**src/rtl/core/rrht_pkg.sv**
```systemverilog
// ----------------------------------------------------------------------------
// rrht_pkg
// Shared types and constants for the rectangle region hit test block.
// ----------------------------------------------------------------------------
`default_nettype none

package rrht_pkg;

	localparam int TABLE_DEPTH = 32;
	localparam int IDX_W       = 5;
	localparam int CNT_W       = IDX_W + 1;

	localparam logic KIND_WRITE = 1'b0;
	localparam logic KIND_QUERY = 1'b1;

	localparam int IN_DATA_W  = 72;
	localparam int OUT_DATA_W = 8;

	typedef struct packed {
		logic [7:0] left;
		logic [7:0] top;
		logic [2:0] wid;
		logic [2:0] hgt;
		logic [3:0] typ;
	} rrht_entry_t;

	typedef struct packed {
		logic start_query;
		logic wr;
		logic clear_res;
		logic scan;
		logic capture;
		logic push;
	} rrht_cmd_t;

	typedef struct packed {
		logic done;
		logic out_free;
	} rrht_sts_t;

endpackage

`default_nettype wire

```
**src/rtl/core/rrht_dp.sv**
```systemverilog
// ----------------------------------------------------------------------------
// rrht_dp
// Region table, scan counter, containment test and output register.
// ----------------------------------------------------------------------------
`default_nettype none

module rrht_dp
	import rrht_pkg::*;
(
	input  wire logic              clk,
	input  wire logic              arst_n,
	input  rrht_cmd_t              cmd,
	output rrht_sts_t              sts,
	input  wire logic [IDX_W-1:0]  entry_index,
	input  rrht_entry_t            wr_entry,
	input  wire logic [15:0]       point_x,
	input  wire logic [15:0]       point_y,
	input  wire logic              use_type_filter,
	input  wire logic [3:0]        want_type,
	input  wire logic              out_ready,
	output logic                   out_valid,
	output logic                   out_found,
	output logic [IDX_W-1:0]       out_found_index
);

	rrht_entry_t                 mem [TABLE_DEPTH];
	logic [TABLE_DEPTH-1:0]      vld_q;

	logic [15:0]       x_q;
	logic [15:0]       y_q;
	logic              filt_q;
	logic [3:0]        want_q;
	logic [CNT_W-1:0]  rd_cnt_q;
	logic              rd_issue;

	rrht_entry_t       ent_s1;
	logic              ent_vld_s1;
	logic              eval_vld_s1;
	logic [IDX_W-1:0]  eval_idx_s1;

	logic              res_found_q;
	logic [IDX_W-1:0]  res_idx_q;
	logic              out_vld_q;
	logic              out_found_q;
	logic [IDX_W-1:0]  out_idx_q;

	logic [8:0]        x1;
	logic [8:0]        y1;
	logic              in_x;
	logic              in_y;
	logic              stop;
	logic              hit;
	logic              last;

	assign rd_issue = cmd.scan && (rd_cnt_q < CNT_W'(TABLE_DEPTH));

	always_ff @(posedge clk) begin
		if (cmd.wr && ({1'b0, entry_index} < CNT_W'(TABLE_DEPTH))) begin
			mem[entry_index] <= wr_entry;
		end
		ent_s1 <= mem[rd_cnt_q[IDX_W-1:0]];
	end

	always_ff @(posedge clk or negedge arst_n) begin
		if (!arst_n) begin
			vld_q <= '0;
		end else if (cmd.wr && ({1'b0, entry_index} < CNT_W'(TABLE_DEPTH))) begin
			vld_q[entry_index] <= 1'b1;
		end
	end

	always_ff @(posedge clk) begin
		if (cmd.start_query) begin
			x_q    <= point_x;
			y_q    <= point_y;
			filt_q <= use_type_filter;
			want_q <= want_type;
		end
		ent_vld_s1  <= vld_q[rd_cnt_q[IDX_W-1:0]];
		eval_idx_s1 <= rd_cnt_q[IDX_W-1:0];
	end

	always_ff @(posedge clk or negedge arst_n) begin
		if (!arst_n) begin
			rd_cnt_q    <= '0;
			eval_vld_s1 <= 1'b0;
		end else begin
			eval_vld_s1 <= rd_issue;
			if (cmd.start_query) begin
				rd_cnt_q <= '0;
			end else if (rd_issue) begin
				rd_cnt_q <= rd_cnt_q + CNT_W'(1);
			end
		end
	end

	// x and y are signed; a negative point is outside every region
	assign x1   = {1'b0, ent_s1.left} + {6'd0, ent_s1.wid};
	assign y1   = {1'b0, ent_s1.top} + {6'd0, ent_s1.hgt};
	assign in_x = !x_q[15] && (x_q[14:0] >= {7'd0, ent_s1.left})
		&& (x_q[14:0] < {6'd0, x1});
	assign in_y = !y_q[15] && (y_q[14:0] >= {7'd0, ent_s1.top})
		&& (y_q[14:0] < {6'd0, y1});
	assign stop = !ent_vld_s1 || (ent_s1.typ == 4'd0);
	assign hit  = !stop && in_x && in_y && (!filt_q || (ent_s1.typ == want_q));
	assign last = ({1'b0, eval_idx_s1} == CNT_W'(TABLE_DEPTH - 1));

	assign sts.done     = eval_vld_s1 && (stop || hit || last);
	assign sts.out_free = !out_vld_q || out_ready;

	always_ff @(posedge clk) begin
		if (cmd.clear_res) begin
			res_found_q <= 1'b0;
			res_idx_q   <= '0;
		end else if (cmd.capture) begin
			res_found_q <= hit;
			res_idx_q   <= hit ? eval_idx_s1 : '0;
		end
		if (cmd.push) begin
			out_found_q <= res_found_q;
			out_idx_q   <= res_idx_q;
		end
	end

	always_ff @(posedge clk or negedge arst_n) begin
		if (!arst_n) begin
			out_vld_q <= 1'b0;
		end else if (cmd.push) begin
			out_vld_q <= 1'b1;
		end else if (out_ready) begin
			out_vld_q <= 1'b0;
		end
	end

	assign out_valid       = out_vld_q;
	assign out_found       = out_found_q;
	assign out_found_index = out_idx_q;

endmodule

`default_nettype wire

```
**config.mk**
```make
export PLATFORM = sky130hd
export DESIGN_NAME = rrht_dp
export DESIGN_NICKNAME = d
export VERILOG_FILES = /design/src/rtl/core/rrht_pkg.sv /design/src/rtl/core/rrht_dp.sv
export SDC_FILE = /design/constraint.sdc
export NUM_CORES = 1
export LEC_CHECK = 0
export BUFFER_PORTS_ARGS = -buffer_cell sky130_fd_sc_hd__buf_2
export CAP_MARGIN = 5
export CORE_ASPECT_RATIO = 2
export CORE_UTILIZATION = 50
export DETAILED_ROUTE_END_ITERATION = 6
export PLACE_DENSITY = 0.66
export SLEW_MARGIN = 10
export SYNTH_ARGS = -nofsm -noshare
export SYNTH_HDL_FRONTEND = slang
export SYNTH_SLANG_ARGS = --single-unit
```
**constraint.sdc**
```tcl
create_clock -name clk -period 3 [get_ports clk]
set_input_delay 0.15 -clock clk [delete_from_list [all_inputs] [get_ports clk]]
set_output_delay 0.15 -clock clk [all_outputs]
set_load 0.01 [all_outputs]
```
==> impl_metrics.yaml <==
pwr:
  seqPwrFrac_pct: 53.2
  pwr-share-clk_pct: 38.8
  intPower_w: 0.02216
  power_leakage_nw: 13.73
  power.density_nw_per_um2: 654.9
  p_sw_w: 0.006054
  share_comb_of_total_power_pct: 8.0
  peakVddDrop_mv: 0.4551
  sw_frac_of_total_pct: 21.46
routing:
  drt-initial-drc-count: 1742
  final_antenna_net_count: 0
  wl_per_cell_um: 30.56
  drc: 12
  routed_wl_um: 87500
  dr.pass1.iters: 7
  vias_per_cell: 6.051
  dr_total_vias: 17324
cells_and_area:
  final_common_cell: "edfxtp_1"
  syn_to_final_growth_pct: 17.74
  multi_input_area_um2: 8563
  fin_nets: 1987
  post-route-util_pct: 59.27
  final_area_um2: 43080
  regArea_um2: 28060
  layout-drive-gt1-share_pct: 36.84
  fill_cells: 5034
  final_cell_mix: "875 x edfxtp_1, 270 x mux4_2, 85 x buf_2, 82 x clkbuf_16, 71 x dlygate4sd3_1"
placement:
  placed_area_um2: 39410
  port-buffer-count: 85
  dp_slack_ns: 0.05880
  place.gp.congestion: 0.8398
  dp_hpwl_um: 54120
timing:
  finalCritPeriodShare_pct: 110.9
  relSlewSlack_pct: 33.03
  setup_viol: 1
  hold_viol: 0
  min_period_ns: 3.326
  slew_viol_final: 0
  tightest_slew_ns: 1.005
  fmax_ghz: 0.3006
  rsz0062_at_grt: "yes"
  clock_skew_ns: 0.01980
  whs_ns: 0.1803
  fin_ws_ns: -0.3264
setup_path:
  worstPathRequired_ns: 2.85
  path_class: "reg -> out"
  critPathLaunchType: "register"
  crit_arrival_ns: 3.18
  cp_max_fo: 2
  endpoint_kind: "output pin"
clock_network:
  cts_tree: "built"
  clockBufferDepth: 3
  path_clk_slew_ns: 0.06
  cts.sinks: 953
  numCtsBuffers: 82
  clk-insertion-delay-late_ns: 0.66
  h-tree-depth: 3
  cts_root_buffer: "clkbuf_16"
outcome:
  status: "complete, but fails checks"
  failed_checks: "design-rule violations, negative setup slack"
synth:
  yosysSeqAreaShare_pct: 76.62
  synth-edff-count: 875
  ys_seq_elements: 953
  netlist_area_um2: 36590
  synth_ff_type: "edfxtp_1"
  ys_types: 41
  yosysWarnings: 0
  syn-num-nets: 1712
  syn_inst: 1594
  syn-mean-instance-area_um2: 22.95
  ys_async_sr_fraction_pct: 4.197
grt:
  track_usage_pct: 24.37
  grt_pass1_vias: 18531
  grt_pass1_wl_um: 127200
  antenna_found_initial: 3
  overflow: 0
  grt_start_max_net_pins: 47
min_path:
  hold_class: "in -> async"
floorplan:
  coreArea_um2: 72690
  dieArea_um2: 74330
  die_w_um: 193.3
  core.rowCount: 140
  initial_utilization_pct: 50.33
  io_pins: 86
  die_y_um: 384.6
run:
  max_cap_violations: 0
==> area by class of cell <==
| type | count | share of cell area [%] |
|---|---|---|
| clock inverter | 56 | 1.533 |
| multi-input combinational | 555 | 19.88 |
| inverter | 19 | 0.1655 |
| timing repair buffer | 258 | 5.692 |
| sequential | 953 | 65.12 |
| antenna | 2 | 0.01162 |
| tap | 923 | 2.681 |
| clock buffer | 97 | 4.917 |
==> path summary, 6_finish.rpt <==
kind | start | endpoint | slack [ns] | cells after the start
worst max-delay path | ent_s1[18] | sts[1] | -0.33 | 12
worst min-delay path | arst_n | eval_vld_s1 | 0.18 | 2
worst max register to register | ent_s1[18] | res_idx_q[4] | 0.03 | 14
worst min register to register | res_idx_q[1] | out_found_index[1] | 0.43 | 0
max in group asynchronous | arst_n | rd_cnt_q[3] | 2.15 | 2
min in group clk | cmd[5] | rd_cnt_q[5] | 0.18 | 2
==> Yosys cell counts (all sizes together) (4+ instances only) <==
library cell,instances,area [um2]
buf,41,204.0
nand3b,10,75.07
mux4,270,6081
nor3,4,20.02
or3b,8,70.07
nand2,16,60.06
inv,19,71.32
nor2,53,198.9
dfrtp,40,1001
nor2b,4,25.02
nand3,10,50.05
a21o,4,30.03
nand4,7,43.79
o41ai,7,61.31
dfxtp,38,760.7
xnor2,17,148.9
a21oi,16,80.08
o21ai,8,40.03
edfxtp,875,26280
ha,39,488.0
mux2,27,304.0
clkbuf,26,97.59
or2,32,200.2
==> critical path: stages, from the launching register on <==
cell	delay, ns
dfxtp_2	0.34
ha_4	0.16
fa_2	0.37
a21oi_4	0.18
nor2_2	0.06
xnor2_1	0.17
ha_1	0.28
a21oi_2	0.15
o21ai_1	0.08
a21oi_2	0.13
o22ai_2	0.13
o41ai_2	0.28
buf_2	0.19
==> layer usage <==
layer  wire length (um)  vias to the layer above  share of wire [%]  track usage (%)
met5                  0                        -                  0                0
met1              31860                     9337                 36            28.81
met4               3090                        0                3.5            9.881
met3               4171                      148                4.8            3.490
met2              48380                      588                 55            44.69
li1                   -                     7251                  -                -
==> logic make-up after synthesis <==
group | after synthesis | share of synthesized area, %
AO/OA/AOI/OAI | 44 | 0.7797
XOR/XNOR | 20 | 0.4787
adder cells (fa/ha/maj) | 41 | 1.443
buffers and inverters | 86 | 1.019
flip-flops | 953 | 76.62
multiplexers | 298 | 17.48
AND/OR/NAND/NOR | 152 | 2.178
==> power groups by stage <==
| stage | logic (W) | registers [W] | clock network, W |
|---|---|---|---|
| floorplan | 0.00138 | 0.0152 | 0 |
| global placement | 0.00210 | 0.0153 | 0 |
| detailed placement | 0.00214 | 0.0153 | 0 |
| CTS | 0.00226 | 0.0150 | 0.0111 |
| global route | 0.00244 | 0.0150 | 0.0116 |
| finish | 0.00226 | 0.0150 | 0.0110 |
==> sequential cells by signal, indices dropped and copies added, names as in the netlist, 4 cells and up <==
name             flops
mem                832
out_found_index      5
vld_q               32
res_idx_q            5
want_q               4
eval_idx_s1          5
ent_s1              26
y_q                 16
x_q                 16
rd_cnt_q             6
==> stage by stage <==
| step | power [W] | instances | setup TNS [ns] |
|---|---|---|---|
| 6_report | 0.02821 | 2863 | -0.3264 |
| 5_1_grt | 0.02906 | 2863 | -0.7338 |
| 4_1_cts | 0.02839 | 2860 | -0.4886 |
| 3_5_place_dp | 0.01743 | 2633 | 0 |
| 3_3_place_gp | 0.01736 | 2633 | -0.01272 |
| 2_1_floorplan | 0.01658 | 1594 | 0 |
==> repair_timing <==
item                       in CTS  in global routing
pin swaps                       8                 13
hold buffers                   71                  0
gates resized for setup        12                 18
hold endpoints to repair      910                  0
buffers inserted                3                  1
setup endpoints to repair       1                  7
Power figures use the tool's default switching activity.
